File: src/rtl/core/positional_voice_mixer_assert.svh
// Assertion macros for the positional voice mixer
`ifndef POSITIONAL_VOICE_MIXER_ASSERT_SVH
`define POSITIONAL_VOICE_MIXER_ASSERT_SVH
`ifndef SYNTH
// antecedent implies consequent in the same cycle
`define PVM_ASSERT_IMPLIES(label, clk, rst, ante, cons) \
   label: assert property (@(posedge clk) disable iff (rst) (ante) |-> (cons)) \
      else $error("positional_voice_mixer: assertion failed");
// antecedent implies consequent in the next cycle
`define PVM_ASSERT_NEXT(label, clk, rst, ante, cons) \
   label: assert property (@(posedge clk) disable iff (rst) (ante) |=> (cons)) \
      else $error("positional_voice_mixer: assertion failed");
`else
`define PVM_ASSERT_IMPLIES(label, clk, rst, ante, cons)
`define PVM_ASSERT_NEXT(label, clk, rst, ante, cons)
`endif
`endif

File: src/rtl/core/pvm_pkg.sv
// Types and constants of the positional voice mixer
`timescale 1ns / 1ps

package pvm_pkg;

   // configuration port
   localparam int CSR_IDX_W  = 1;
   localparam int CSR_DATA_W = 16;
   localparam logic [CSR_IDX_W-1:0] CSR_MAX_DISTANCE  = 1'd0;
   localparam logic [CSR_IDX_W-1:0] CSR_MASTER_VOLUME = 1'd1;

   localparam logic [15:0] RESET_MAX_DISTANCE  = 16'd1500;
   localparam logic [6:0]  RESET_MASTER_VOLUME = 7'd100;

   // accumulator width, wraps modulo 2^SUM_W
   localparam int SUM_W = 40;

   // final scaling divisor
   localparam int FINAL_DIVISOR = 101;

   // ceil(2^38 / 101): exact quotient for dividends below 2^31
   localparam logic [31:0] FINAL_RECIP = 32'hA237_C32C;

   // iterations of the shared compare-subtract unit
   localparam int SQRT_STEPS = 24;
   localparam int FRAC_STEPS = 17;
   localparam int CNT_W      = 5;

   localparam logic signed [15:0] SAMPLE_MAX = 16'sh7FFF;
   localparam logic signed [15:0] SAMPLE_MIN = 16'sh8000;

   // unity in Q1.16
   localparam logic [16:0] Q16_ONE = 17'h10000;

   typedef struct packed {
      logic signed [15:0] left_sample;
      logic signed [15:0] right_sample;
      logic [7:0]         channel_volume;
      logic               positional;
      logic signed [15:0] offset_x;
      logic signed [15:0] offset_y;
      logic               last_voice;
   } req_data_type;

   typedef struct packed {
      logic signed [15:0] left_out;
      logic signed [15:0] right_out;
   } rsp_data_type;

endpackage

File: src/rtl/core/positional_voice_mixer.sv
// Positional voice mixer: gain sequencer, shared arithmetic and frame output
`timescale 1ns / 1ps

// Mixes voices into one stereo frame, one voice per accepted beat. A plain voice goes straight
// to the sample-times-gain steps. A positional voice runs its distance, falloff, pan and two
// pan-gain square roots through one shared compare-subtract unit that retires one result bit
// per cycle; a voice out of range is silenced right after the distance root. A voice marked
// last adds scaling of both sums, division of each by 101 through a reciprocal product taken
// in two passes of the shared multiplier, a floor shift by 8 and saturation, plus any wait
// for the result register to empty. The result register lets the next voice be accepted while
// a finished frame still waits to be taken. Configuration writes take effect at once.
module positional_voice_mixer
   import pvm_pkg::*;
(
   input  logic                  clock,
   input  logic                  reset,
   input  logic                  req_valid,
   output logic                  req_ready,
   input  req_data_type          req_data,
   output logic                  rsp_valid,
   input  logic                  rsp_ready,
   output rsp_data_type          rsp_data,
   input  logic                  csr_we,
   input  logic [CSR_IDX_W-1:0]  csr_idx,
   input  logic [CSR_DATA_W-1:0] csr_wdata
);

`include "positional_voice_mixer_assert.svh"

   typedef enum logic [4:0] {
      S_IDLE, S_SQX, S_SQY, S_DLD, S_DIST, S_CHK, S_FALL, S_AMP, S_PLD, S_PAN,
      S_LLD, S_SQL, S_GL, S_SQR, S_GR, S_GRC, S_MULL, S_MULR, S_ACCR,
      S_FIN, S_FLD, S_FLO, S_FHI, S_FDIV, S_FSAT
   } state_type;

   state_type              state_ff;
   req_data_type           item_ff;
   logic [15:0]            md_ff;
   logic [6:0]             mv_ff;
   logic signed [SUM_W-1:0] left_sum_ff;
   logic signed [SUM_W-1:0] right_sum_ff;
   logic [CNT_W-1:0]       cnt_ff;
   logic [25:0]            rem_ff;
   logic [47:0]            shf_ff;
   logic [23:0]            quo_ff;
   logic                   sticky_ff;
   logic signed [58:0]     prod_ff;
   logic [31:0]            d2_ff;
   logic [24:0]            amp_ff;
   logic                   pan_clamp_ff;
   logic [16:0]            rpan_ff;
   logic [7:0]             lgain_ff;
   logic [7:0]             rgain_ff;
   logic                   chan_ff;
   logic                   neg_ff;
   logic signed [15:0]     lout_ff;
   logic                   rsp_valid_ff;
   rsp_data_type           rsp_data_ff;

   logic signed [40:0]     mul_a;
   logic signed [17:0]     mul_b;
   logic signed [58:0]     mul_p;
   logic [27:0]            sub_a;
   logic [27:0]            sub_b;
   logic [28:0]            sub_d;
   logic                   sub_ge;
   logic [27:0]            sub_r;
   logic signed [17:0]     pan_num;
   logic [46:0]            fin_abs;
   logic [47:0]            fdiv_sum;
   logic [24:0]            neg_round;
   logic [16:0]            neg_mag;
   logic [16:0]            neg_val;
   logic signed [15:0]     sat_val;
   logic [16:0]            lpan;
   logic                   rsp_slot_free;
   logic                   frame_done;

   assign req_ready     = (state_ff == S_IDLE);
   assign rsp_valid     = rsp_valid_ff;
   assign rsp_data      = rsp_data_ff;
   assign rsp_slot_free = !rsp_valid_ff || rsp_ready;
   assign frame_done    = (state_ff == S_FSAT) && chan_ff && rsp_slot_free;

   // shared multiplier: operand select by step
   always_comb begin
      mul_a = '0;
      mul_b = '0;
      unique case (state_ff)
         S_SQX: begin
            mul_a = 41'(item_ff.offset_x);
            mul_b = 18'(item_ff.offset_x);
         end
         S_SQY: begin
            mul_a = 41'(item_ff.offset_y);
            mul_b = 18'(item_ff.offset_y);
         end
         S_AMP: begin
            mul_a = 41'(quo_ff[16:0]);
            mul_b = 18'(item_ff.channel_volume);
         end
         S_GL, S_GR: begin
            mul_a = 41'(amp_ff);
            mul_b = 18'(quo_ff[16:0]);
         end
         S_MULL: begin
            mul_a = 41'(item_ff.left_sample);
            mul_b = 18'(lgain_ff);
         end
         S_MULR: begin
            mul_a = 41'(item_ff.right_sample);
            mul_b = 18'(rgain_ff);
         end
         S_FIN: begin
            mul_a = chan_ff ? 41'(right_sum_ff) : 41'(left_sum_ff);
            mul_b = 18'(mv_ff);
         end
         S_FLO: begin
            mul_a = 41'(d2_ff);
            mul_b = 18'(FINAL_RECIP[15:0]);
         end
         S_FHI: begin
            mul_a = 41'(d2_ff);
            mul_b = 18'(FINAL_RECIP[31:16]);
         end
         default: begin
            mul_a = '0;
            mul_b = '0;
         end
      endcase
   end

   assign mul_p = mul_a * mul_b;

   // pan numerator: max distance minus x offset
   assign pan_num = $signed({2'b00, md_ff}) - 18'(item_ff.offset_x);

   // shared compare-subtract unit: operand select by step
   always_comb begin
      sub_a = '0;
      sub_b = '0;
      unique case (state_ff)
         S_DIST, S_SQL, S_SQR: begin
            sub_a = {rem_ff, shf_ff[47:46]};
            sub_b = {2'b00, quo_ff, 2'b01};
         end
         S_CHK: begin
            sub_a = {4'b0, md_ff, 8'b0};
            sub_b = {4'b0, quo_ff};
         end
         S_FALL: begin
            sub_a = {2'b00, rem_ff};
            sub_b = {4'b0, md_ff, 8'b0};
         end
         S_PLD: begin
            sub_a = {11'b0, pan_num[16:0]};
            sub_b = {11'b0, md_ff, 1'b0};
         end
         S_PAN: begin
            sub_a = {2'b00, rem_ff};
            sub_b = {11'b0, md_ff, 1'b0};
         end
         default: begin
            sub_a = '0;
            sub_b = '0;
         end
      endcase
   end

   assign sub_d  = {1'b0, sub_a} - {1'b0, sub_b};
   assign sub_ge = !sub_d[28];
   assign sub_r  = sub_ge ? sub_d[27:0] : sub_a;

   // magnitude of the scaled sum for the final division
   assign fin_abs = prod_ff[58] ? (~prod_ff[46:0] + 47'd1) : prod_ff[46:0];

   // join the high and low reciprocal products, quotient starts at bit 22
   assign fdiv_sum = shf_ff + {17'b0, prod_ff[46:16]};

   // left pan, clamped to unity
   assign lpan = pan_clamp_ff ? Q16_ONE : quo_ff[16:0];

   // shift right by 8 rounding down, then saturate
   assign neg_round = {1'b0, quo_ff} + 25'd255;
   assign neg_mag   = neg_round[24:8];
   assign neg_val   = 17'd0 - neg_mag;

   always_comb begin
      if (neg_ff) begin
         if (sticky_ff || (neg_mag > 17'd32768)) begin
            sat_val = SAMPLE_MIN;
         end else begin
            sat_val = neg_val[15:0];
         end
      end else begin
         if (sticky_ff || quo_ff[23]) begin
            sat_val = SAMPLE_MAX;
         end else begin
            sat_val = {1'b0, quo_ff[22:8]};
         end
      end
   end

   // sequencer, state and registered outputs
   always_ff @(posedge clock) begin
      if (reset) begin
         state_ff     <= S_IDLE;
         rsp_valid_ff <= 1'b0;
         left_sum_ff  <= '0;
         right_sum_ff <= '0;
         md_ff        <= RESET_MAX_DISTANCE;
         mv_ff        <= RESET_MASTER_VOLUME;
         chan_ff      <= 1'b0;
      end else begin
         // take configuration writes
         if (csr_we) begin
            unique case (csr_idx)
               CSR_MAX_DISTANCE:  md_ff <= csr_wdata[15:0];
               CSR_MASTER_VOLUME: mv_ff <= csr_wdata[6:0];
            endcase
         end

         // raise the result on a finished frame, drop it once taken
         if (frame_done) begin
            rsp_valid_ff <= 1'b1;
         end else if (rsp_valid_ff && rsp_ready) begin
            rsp_valid_ff <= 1'b0;
         end

         unique case (state_ff)
            S_IDLE: begin
               if (req_valid) begin
                  item_ff  <= req_data;
                  lgain_ff <= req_data.channel_volume;
                  rgain_ff <= req_data.channel_volume;
                  state_ff <= req_data.positional ? S_SQX : S_MULL;
               end
            end

            // squared distance
            S_SQX: begin
               prod_ff  <= mul_p;
               state_ff <= S_SQY;
            end
            S_SQY: begin
               prod_ff  <= mul_p;
               d2_ff    <= prod_ff[31:0];
               state_ff <= S_DLD;
            end
            S_DLD: begin
               shf_ff   <= {32'(d2_ff + prod_ff[31:0]), 16'b0};
               rem_ff   <= '0;
               quo_ff   <= '0;
               cnt_ff   <= CNT_W'(SQRT_STEPS - 1);
               state_ff <= S_DIST;
            end

            // square root, two radicand bits a step
            S_DIST, S_SQL, S_SQR: begin
               rem_ff <= sub_r[25:0];
               quo_ff <= {quo_ff[22:0], sub_ge};
               shf_ff <= {shf_ff[45:0], 2'b00};
               cnt_ff <= cnt_ff - 1'b1;
               if (cnt_ff == '0) begin
                  priority if (state_ff == S_DIST) begin
                     state_ff <= S_CHK;
                  end else if (state_ff == S_SQL) begin
                     state_ff <= S_GL;
                  end else begin
                     state_ff <= S_GR;
                  end
               end
            end

            // range check, silence at or beyond max distance
            S_CHK: begin
               if (!sub_ge || (sub_d[27:0] == '0)) begin
                  lgain_ff <= '0;
                  rgain_ff <= '0;
                  state_ff <= S_MULL;
               end else begin
                  rem_ff    <= sub_d[25:0];
                  quo_ff    <= '0;
                  sticky_ff <= 1'b0;
                  shf_ff    <= '0;
                  cnt_ff    <= CNT_W'(FRAC_STEPS - 1);
                  state_ff  <= S_FALL;
               end
            end

            // restoring division, one quotient bit a step
            S_FALL, S_PAN: begin
               rem_ff    <= {sub_r[24:0], shf_ff[47]};
               quo_ff    <= {quo_ff[22:0], sub_ge};
               sticky_ff <= sticky_ff | quo_ff[23];
               shf_ff    <= {shf_ff[46:0], 1'b0};
               cnt_ff    <= cnt_ff - 1'b1;
               if (cnt_ff == '0) begin
                  state_ff <= (state_ff == S_FALL) ? S_AMP : S_LLD;
               end
            end

            // volume times falloff
            S_AMP: begin
               prod_ff  <= mul_p;
               state_ff <= S_PLD;
            end

            // pan: clamp hard left, else divide
            S_PLD: begin
               amp_ff       <= prod_ff[24:0];
               pan_clamp_ff <= pan_num[17] || sub_ge;
               rem_ff       <= {9'b0, pan_num[16:0]};
               quo_ff       <= '0;
               sticky_ff    <= 1'b0;
               shf_ff       <= '0;
               cnt_ff       <= CNT_W'(FRAC_STEPS - 1);
               state_ff     <= (pan_num[17] || sub_ge) ? S_LLD : S_PAN;
            end

            S_LLD: begin
               shf_ff   <= {15'b0, lpan, 16'b0};
               rpan_ff  <= Q16_ONE - lpan;
               rem_ff   <= '0;
               quo_ff   <= '0;
               cnt_ff   <= CNT_W'(SQRT_STEPS - 1);
               state_ff <= S_SQL;
            end

            // left gain product, start right pan root
            S_GL: begin
               prod_ff  <= mul_p;
               shf_ff   <= {15'b0, rpan_ff, 16'b0};
               rem_ff   <= '0;
               quo_ff   <= '0;
               cnt_ff   <= CNT_W'(SQRT_STEPS - 1);
               state_ff <= S_SQR;
            end
            S_GR: begin
               prod_ff  <= mul_p;
               lgain_ff <= prod_ff[39:32];
               state_ff <= S_GRC;
            end
            S_GRC: begin
               rgain_ff <= prod_ff[39:32];
               state_ff <= S_MULL;
            end

            // sample times gain into the sums
            S_MULL: begin
               prod_ff  <= mul_p;
               state_ff <= S_MULR;
            end
            S_MULR: begin
               prod_ff     <= mul_p;
               left_sum_ff <= left_sum_ff + SUM_W'($signed(prod_ff[24:0]));
               state_ff    <= S_ACCR;
            end
            S_ACCR: begin
               right_sum_ff <= right_sum_ff + SUM_W'($signed(prod_ff[24:0]));
               chan_ff      <= 1'b0;
               state_ff     <= item_ff.last_voice ? S_FIN : S_IDLE;
            end

            // frame end: scale, divide, saturate each channel
            S_FIN: begin
               prod_ff  <= mul_p;
               state_ff <= S_FLD;
            end
            // flag quotients that saturate either way, keep the low dividend bits
            S_FLD: begin
               neg_ff    <= prod_ff[58];
               sticky_ff <= (fin_abs[46:31] != '0) ||
                            (fin_abs[30:24] >= 7'(FINAL_DIVISOR));
               d2_ff     <= {1'b0, fin_abs[30:0]};
               state_ff  <= S_FLO;
            end
            // reciprocal product, low half then high half
            S_FLO: begin
               prod_ff  <= mul_p;
               state_ff <= S_FHI;
            end
            S_FHI: begin
               shf_ff   <= mul_p[47:0];
               state_ff <= S_FDIV;
            end
            S_FDIV: begin
               quo_ff   <= fdiv_sum[45:22];
               state_ff <= S_FSAT;
            end
            S_FSAT: begin
               if (!chan_ff) begin
                  lout_ff  <= sat_val;
                  chan_ff  <= 1'b1;
                  state_ff <= S_FIN;
               end else if (rsp_slot_free) begin
                  rsp_data_ff.left_out  <= lout_ff;
                  rsp_data_ff.right_out <= sat_val;
                  left_sum_ff           <= '0;
                  right_sum_ff          <= '0;
                  state_ff              <= S_IDLE;
               end
            end

            default: begin
               state_ff <= S_IDLE;
            end
         endcase
      end
   end

   // a frame is raised only from the saturation step
   `PVM_ASSERT_IMPLIES(a_rsp_from_fsat, clock, reset, $rose(rsp_valid_ff), $past(frame_done))
   // emitting a frame clears both sums
   `PVM_ASSERT_NEXT(a_sums_cleared, clock, reset, frame_done, (left_sum_ff | right_sum_ff) == '0)
   // emitting a frame frees the block
   `PVM_ASSERT_NEXT(a_idle_after_frame, clock, reset, frame_done, req_ready)
   // an unsaturated quotient fits in 24 bits
   `PVM_ASSERT_IMPLIES(a_fdiv_fit, clock, reset, (state_ff == S_FDIV) && !sticky_ff, fdiv_sum[47:46] == '0)

endmodule

File: config.mk
export PLATFORM = sky130hd
export DESIGN_NAME = positional_voice_mixer
export DESIGN_NICKNAME = d
export VERILOG_FILES = /design/src/rtl/core/pvm_pkg.sv /design/src/rtl/core/positional_voice_mixer.sv
export VERILOG_INCLUDE_DIRS = /design/src /design/src/rtl/core
export SDC_FILE = /design/constraint.sdc
export NUM_CORES = 2
export LEC_CHECK = 0
export BUFFER_PORTS_ARGS = -buffer_cell sky130_fd_sc_hd__clkbuf_2
export CAP_MARGIN = 20
export CORE_UTILIZATION = 45
export CTS_CLUSTER_DIAMETER = 60
export DETAILED_ROUTE_END_ITERATION = 8
export GPL_ROUTABILITY_DRIVEN = 0
export SYNTH_ARGS = -nofsm -noshare
export SYNTH_HDL_FRONTEND = slang
export SYNTH_SLANG_ARGS = --single-unit
File: constraint.sdc
create_clock -name clock -period 11.9 [get_ports clock]
set_input_delay 1.785 -clock clock [delete_from_list [all_inputs] [get_ports clock]]
set_output_delay 1.785 -clock clock [all_outputs]
set_load 0.05 [all_outputs]
# [After elaboration in Yosys (flattened, before gate mapping)]
# Cells that the tools add are included.
[totals] regBits=486 latch_bits=0 mem_bits_rw=0 romBits=0 out_inout_bits=34 n_memories=0
[classes] addsub=11 multipliers=1 div_mod_pow=0 order_cmp=2 eq_ne=32 shift=0 mux=46 n_bitwise=5 n_reduce_logical=55
[op_table] operator="48-bit case mux with 8 select lines" count=1
[op_table] operator="41-bit case mux with 8 select lines" count=1
[op_table] operator="18-bit case mux with 9 select lines" count=1
[op_table] operator="40-bit case mux with 2 select lines" count=2
[op_table] operator="26-bit case mux with 5 select lines" count=1
[op_table] operator="28-bit case mux with 4 select lines" count=1
[op_table] operator="5-bit case mux with 22 select lines" count=1
[op_table] operator="26-bit case mux with 4 select lines" count=1
[op_table] operator="24-bit case mux with 4 select lines" count=1
[op_table] operator="40-bit by 25-bit adder with 40-bit output" count=2
[op_table] operator="40-bit two-way mux" count=2
[op_table] operator="32-bit case mux with 2 select lines" count=1
[op_table] operator="41-bit by 18-bit multiplier with 59-bit output" count=1
[op_table] operator="26-bit two-way mux" count=2
[op_table] operator="48-bit two-way mux" count=1
[op_table] operator="8-bit case mux with 3 select lines" count=2
[op_table] operator="47-bit by 1-bit adder with 47-bit output, second input constant" count=1
[op_table] operator="47-bit two-way mux" count=1
[op_table] operator="47-bit NOT" count=1
[op_table] operator="46-bit by 31-bit adder with 46-bit output" count=1
[op_table] operator="5-bit equality test, second input constant" count=9
[op_table] operator="5-bit two-way mux" count=9
[op_table] operator="41-bit two-way mux" count=1
[op_table] operator="5-bit by 4-bit equality test with 1-bit output, second input constant" count=8
[op_table] operator="other kinds (47)" count=100

# [Logic depth before layout (Yosys ltp)]
[logic_depth] ltp_word=8 ltp_mapped=36

# [Worst setup path after synthesis]
# No wires, ideal clock.
[synth_path] path_type="register to register" from="reg state_ff[1]" to="reg shf_ff[45], data pin" setup_ns=0.259 arrival_time_ns=8.524 required_time_ns=11.641 setup_slack_ns=3.117 path_stages_with_launch=33 path_buffers=5 synth_period_minus_slack_ns=8.783 cell_sequence="dfxtp_1 clkbuf_1 nand2b_1 clkbuf_1 nor3_1 or2_2 clkbuf_1 clkbuf_1 and2_1 a2111oi_0 nor2_1 fa_1 inv_1 fa_1 fa_1 inv_1 fa_1 fa_1 inv_1 fa_1 inv_1 ha_1 and4_1 o2111ai_1 o21bai_1 and3_1 clkbuf_1 a211oi_1 a21oi_1 a311oi_1 o21a_1 nor2_1 a211o_1"
[synth_via] elab_chain_cells=5
[synth_rtl] element="from (decl)" line="positional_voice_mixer.sv:36" source="state_type state_ff;"
[synth_rtl] element="from (signal assigned)" line="positional_voice_mixer.sv:236" source="state_ff <= req_data.positional ? S_SQX : S_MULL;"
[synth_rtl] element="from (signal assigned)" line="positional_voice_mixer.sv:299" source="state_ff <= (state_ff == S_FALL) ? S_AMP : S_LLD;"
[synth_rtl] element="from (signal assigned)" line="positional_voice_mixer.sv:318" source="state_ff <= (pan_num[17] || sub_ge) ? S_LLD : S_PAN;"
[synth_rtl] element="5-bit by 4-bit equality test with 1-bit output / 5-bit equality test (equally long branches)" line="positional_voice_mixer.sv:89" source="unique case (state_ff)"
[synth_rtl] element="2-bit OR reduction (on tied branches)"
[synth_rtl] element="18-bit case mux with 9 select lines / 41-bit case mux with 8 select lines (equally long branches)" line="positional_voice_mixer.sv:89"
[synth_rtl] element="41-bit by 18-bit multiplier with 59-bit output (*)" line="positional_voice_mixer.sv:133" source="assign mul_p = mul_a * mul_b;"
[synth_rtl] element="named net mul_p[45]" line="positional_voice_mixer.sv:62" source="logic signed [58:0] mul_p;"
[synth_rtl] element="48-bit case mux with 8 select lines (*)" line="positional_voice_mixer.sv:230" source="unique case (state_ff)"
[synth_rtl] element="to (signal assigned)" line="positional_voice_mixer.sv:251" source="shf_ff <= {32'(d2_ff + prod_ff[31:0]), 16'b0};"
[synth_rtl] element="to (signal assigned)" line="positional_voice_mixer.sv:262" source="shf_ff <= {shf_ff[45:0], 2'b00};"
[synth_rtl] element="to (signal assigned)" line="positional_voice_mixer.sv:296" source="shf_ff <= {shf_ff[46:0], 1'b0};"
[synth_rtl] element="to (decl)" line="positional_voice_mixer.sv:44" source="logic [47:0] shf_ff;"
# The timed path passes the listed nets; every way through them passes the cells marked *.
# A chain may end at the register's enable or synchronous reset.

# [Final worst setup path]
[layout_path] from="reg state_ff[1]" to="reg prod_ff[58], data pin"
[layout_via] elab_chain_cells=4
[layout_rtl] element="5-bit by 4-bit equality test with 1-bit output / 5-bit equality test (equally long branches)" line="positional_voice_mixer.sv:89"
[layout_rtl] element="2-bit OR reduction (on tied branches)"
[layout_rtl] element="18-bit case mux with 9 select lines / 41-bit case mux with 8 select lines (equally long branches)" line="positional_voice_mixer.sv:89"
[layout_rtl] element="41-bit by 18-bit multiplier with 59-bit output (*)" line="positional_voice_mixer.sv:133"
[layout_rtl] element="named net mul_p[58]" line="positional_voice_mixer.sv:62"
[layout_rtl] element="to (signal assigned)" line="positional_voice_mixer.sv:242" source="prod_ff <= mul_p;"
[layout_rtl] element="to (signal assigned)" line="positional_voice_mixer.sv:246" source="prod_ff <= mul_p;"
[layout_rtl] element="to (signal assigned)" line="positional_voice_mixer.sv:305" source="prod_ff <= mul_p;"
[layout_rtl] element="to (decl)" line="positional_voice_mixer.sv:47" source="logic signed [58:0] prod_ff;"
# Marks and branches as above.

==> impl_metrics.csv <==
group,metric,value,unit
outcome,status,"complete, but fails checks",
outcome,violations,"DRC",
route,vias_per_cell,6.00,
synth,synth_edf_count,365,
timing,report.final.slew_viol_count,0,
worst_setup_path,crit_path_end_kind,"flop",
worst_hold_path,min_from,"lout_ff[7]",
grt,grt_max_degree,74,
worst_hold_path,hold_class,"reg2reg",
timing,tns,0,ns
power_and_ir_drop,seqPwrFrac,0.142,
route,drc,10,
floorplanning,die_w,354,µm
grt,grt_antenna_before_repair,11,
synth,synth_top_area_share,0.248,
timing,fin_crit_sh,0.863,
clocking,htree_num_levels,3,
route,wirelength,197,mm
place,place_hpwl,155,mm
timing,worstMarginPinSlew,1.32,ns
layout,fill_cells,11500,
clocking,clk_pin_slew_worst_paths,0.06,ns
synth,synth_seq_area_share,0.236,
grt,first_global_vias,46300,
timing,fin_crit,10.27,ns
layout,layout.nets,7342,
worst_setup_path,path_buf_inv,6,
worst_setup_path,worstPathMaxFanout,25,
worst_setup_path,reg2reg_depth,29,
synth,ys_warn_count,0,
timing,fin_skew,0.0590,ns
layout,stdcell_area,0.0612,mm²
worst_setup_path,cp.depth,29,
synth,syn-instance-count,6189,
synth,synth-seq-cells,475,
layout,final_common_cell,"inv_1",
grt,track_usage,0.313,
power_and_ir_drop,p_sw,10.7,mW
clocking,cts-hold-fix-buffers,0,
clocking,cts.sinks,475,
floorplanning,dieArea,0.126,mm²
floorplanning,rows,128,
worst_hold_path,holdPathStages,0,
route,drtPass1Iterations,9,
place,post_dp_cell_area,0.0587,mm²
clocking,cts_tree,"done",
timing,rsz0062_at_grt,"false",
floorplanning,start_util,0.456,
route,ant_nets,0,
synth,synth_area_per_cell,9.02,µm²
worst_hold_path,hold_end,"rsp_data[23]",
worst_setup_path,reg2reg_slack,1.63,ns
clocking,clk_latency,0.67,ns
clocking,clk_path_buf_depth,3,
synth,synthTopCellsByArea,"fa_1 25%, edfxtp_1 20%, ha_1 7.3%",
worst_setup_path,cp_top_family,"adder cells",
route,drtIter0Drc,5574,
timing,clock.fmax,0.0974,GHz
power_and_ir_drop,comb_power_share,0.746,
synth,synthDistinctLibCells,92,
timing,holdWs,0.410,ns
layout,syn_to_final_growth,9.53,%
power_and_ir_drop,pwr-share-clk,0.113,
power_and_ir_drop,ir_drop,0.297,mV
worst_setup_path,arrival,10.65,ns
worst_setup_path,critPathSlowestCell,"dfxtp_1",
worst_setup_path,r2r-end,"prod_ff[58]",
worst_setup_path,required,12.28,ns
timing,finalSetupViolations,0,
timing,hold_viol_final,0,
layout,final_cell_mix,"951 x inv_1, 691 x fa_1, 681 x nand2_1, 542 x nor2_1, 365 x edfxtp_1",
route,post_drt_wl_per_cell,24.9,µm
place,port_buffers,129,
grt,overflow,0,
power_and_ir_drop,leakagePower,27.0,nW
clocking,post_cts_buffers,0,
timing,slew_headroom,0.121,
clocking,postCtsResizedCells,0,
layout,drive_above_1_share,0.0791,
synth,synthFlopType,"edfxtp_1",
power_and_ir_drop,internal_power,8.73,mW
floorplanning,core_area,0.123,mm²
route,num_vias,47500,
synth,synth_top_cell_by_area,"fa_1",
worst_setup_path,worstSetupPathType,"reg2reg",
power_and_ir_drop,switching_share,0.550,
worst_setup_path,reg2reg_from,"state_ff[1]",
flow_run,drv_cap,0,
floorplanning,dieHeight,354,µm
worst_setup_path,max_stage_delay,0.86,ns
power_and_ir_drop,power.density,317,mW/mm²
synth,async_flop_share,0,
worst_setup_path,worst_path_most_repeated_cell,"fa_1",
clocking,numCtsBuffers,66,
worst_setup_path,cp-start-kind,"flop",
floorplanning,io-pin-count,130,
grt,grt_pass1_wl,295,mm
clocking,cts_root_buf,"clkbuf_16",
synth,synthesis.area,0.0558,mm²
layout,final_util,0.499,
==> sequential cells by signal (all words and copies together), names as in the netlist, 17 cells and up <==
signal	cells
left_sum_ff	40
amp_ff	25
d2_ff	32
shf_ff	48
rem_ff	26
item_ff	73
prod_ff	48
rpan_ff	17
rsp_data	32
right_sum_ff	40
quo_ff	24
==> cells in the mapped netlist, drive strengths merged (38+ instances only) <==
cell type and count:
a211oi 41, a21oi 319, dfxtp 110, and2 54, o21ai 249, xor2 86, nand2 681, edfxtp 365
nor3 87, nand2b 54, a31oi 43, nand3 99, mux2i 45, a222oi 48, or2 53, nor2b 39
clkbuf 273, ha 325, nor2 550, a221o 65, inv 951, a221oi 38, fa 691, o21a 41
a21o 121, xnor2 144, a22o 48, and3 41, a22oi 50
==> cell families after synthesis <==
logic type | share of synthesized area
buffers and inverters | 0.0848
AOI/OAI and AO/OA | 0.163
adders and majority gates | 0.321
other | 0.000134
and+or+nand+nor | 0.148
xor gates and xnor gates | 0.0361
DFF | 0.236
muxes | 0.0113
==> worst reg2reg max path: cells and delay by family, from the launching register on <==
family	cells	cell delay, ns
adders and majority gates	7	3.55
AOI/OAI and AO/OA	9	2.82
and+or+nand+nor	6	1.90
DFF	1	0.86
buffers and inverters	6	0.73
xor gates and xnor gates	1	0.12
==> power groups by stage <==
stage,Sequential (mW),Clock [mW],Combinational (mW)
after global routing,2.75,2.27,15.9
after global placement,2.76,0,13.9
final,2.75,2.18,14.5
after floorplan,2.57,0,9.49
after CTS,2.72,2.20,14.2
after detailed placement,2.75,0,14.0
==> how the worst max path moves through the flow <==
stage / slack [ns] / startpoint / endpoint
floorplan: 3.12 / state_ff[1] / shf_ff[45]
global placement: 1.86 / state_ff[1] / shf_ff[45]
detailed placement: 1.79 / state_ff[1] / prod_ff[58]
CTS: 1.73 / state_ff[1] / prod_ff[58]
global route: 1.16 / state_ff[1] / prod_ff[58]
finish: 1.63 / state_ff[1] / prod_ff[58]
==> routing by layer <==
layer | GRT usage | routed length, µm | up-vias
met3 | 0.0780 | 23000 | 446
met5 | 0 | 64 | -
met2 | 0.461 | 83500 | 2594
met1 | 0.442 | 81600 | 23400
li1 | - | - | 21000
met4 | 0.119 | 8910 | 10
==> area by class of cell <==
class,instances,area (µm²),share of cell area
repair buffers,258,1630,0.0267
clock inverters,34,541,0.00884
diodes,2,5.00,0.0000818
well taps,1625,2030,0.0332
flip-flops and latches,475,13200,0.215
inverters,951,3570,0.0584
clock buffers,88,1870,0.0306
multi-input cells,4478,38400,0.627
==> stage by stage <==
step,power [mW],worst slack (ns),instances
finish,19.4,1.63,7911
global route,20.9,1.16,7909
CTS,19.1,1.73,7902
detailed placement,16.8,1.79,7780
global placement,16.6,1.86,7776
floorplan,12.1,3.12,6211
(Power assumes the default switching activity.)
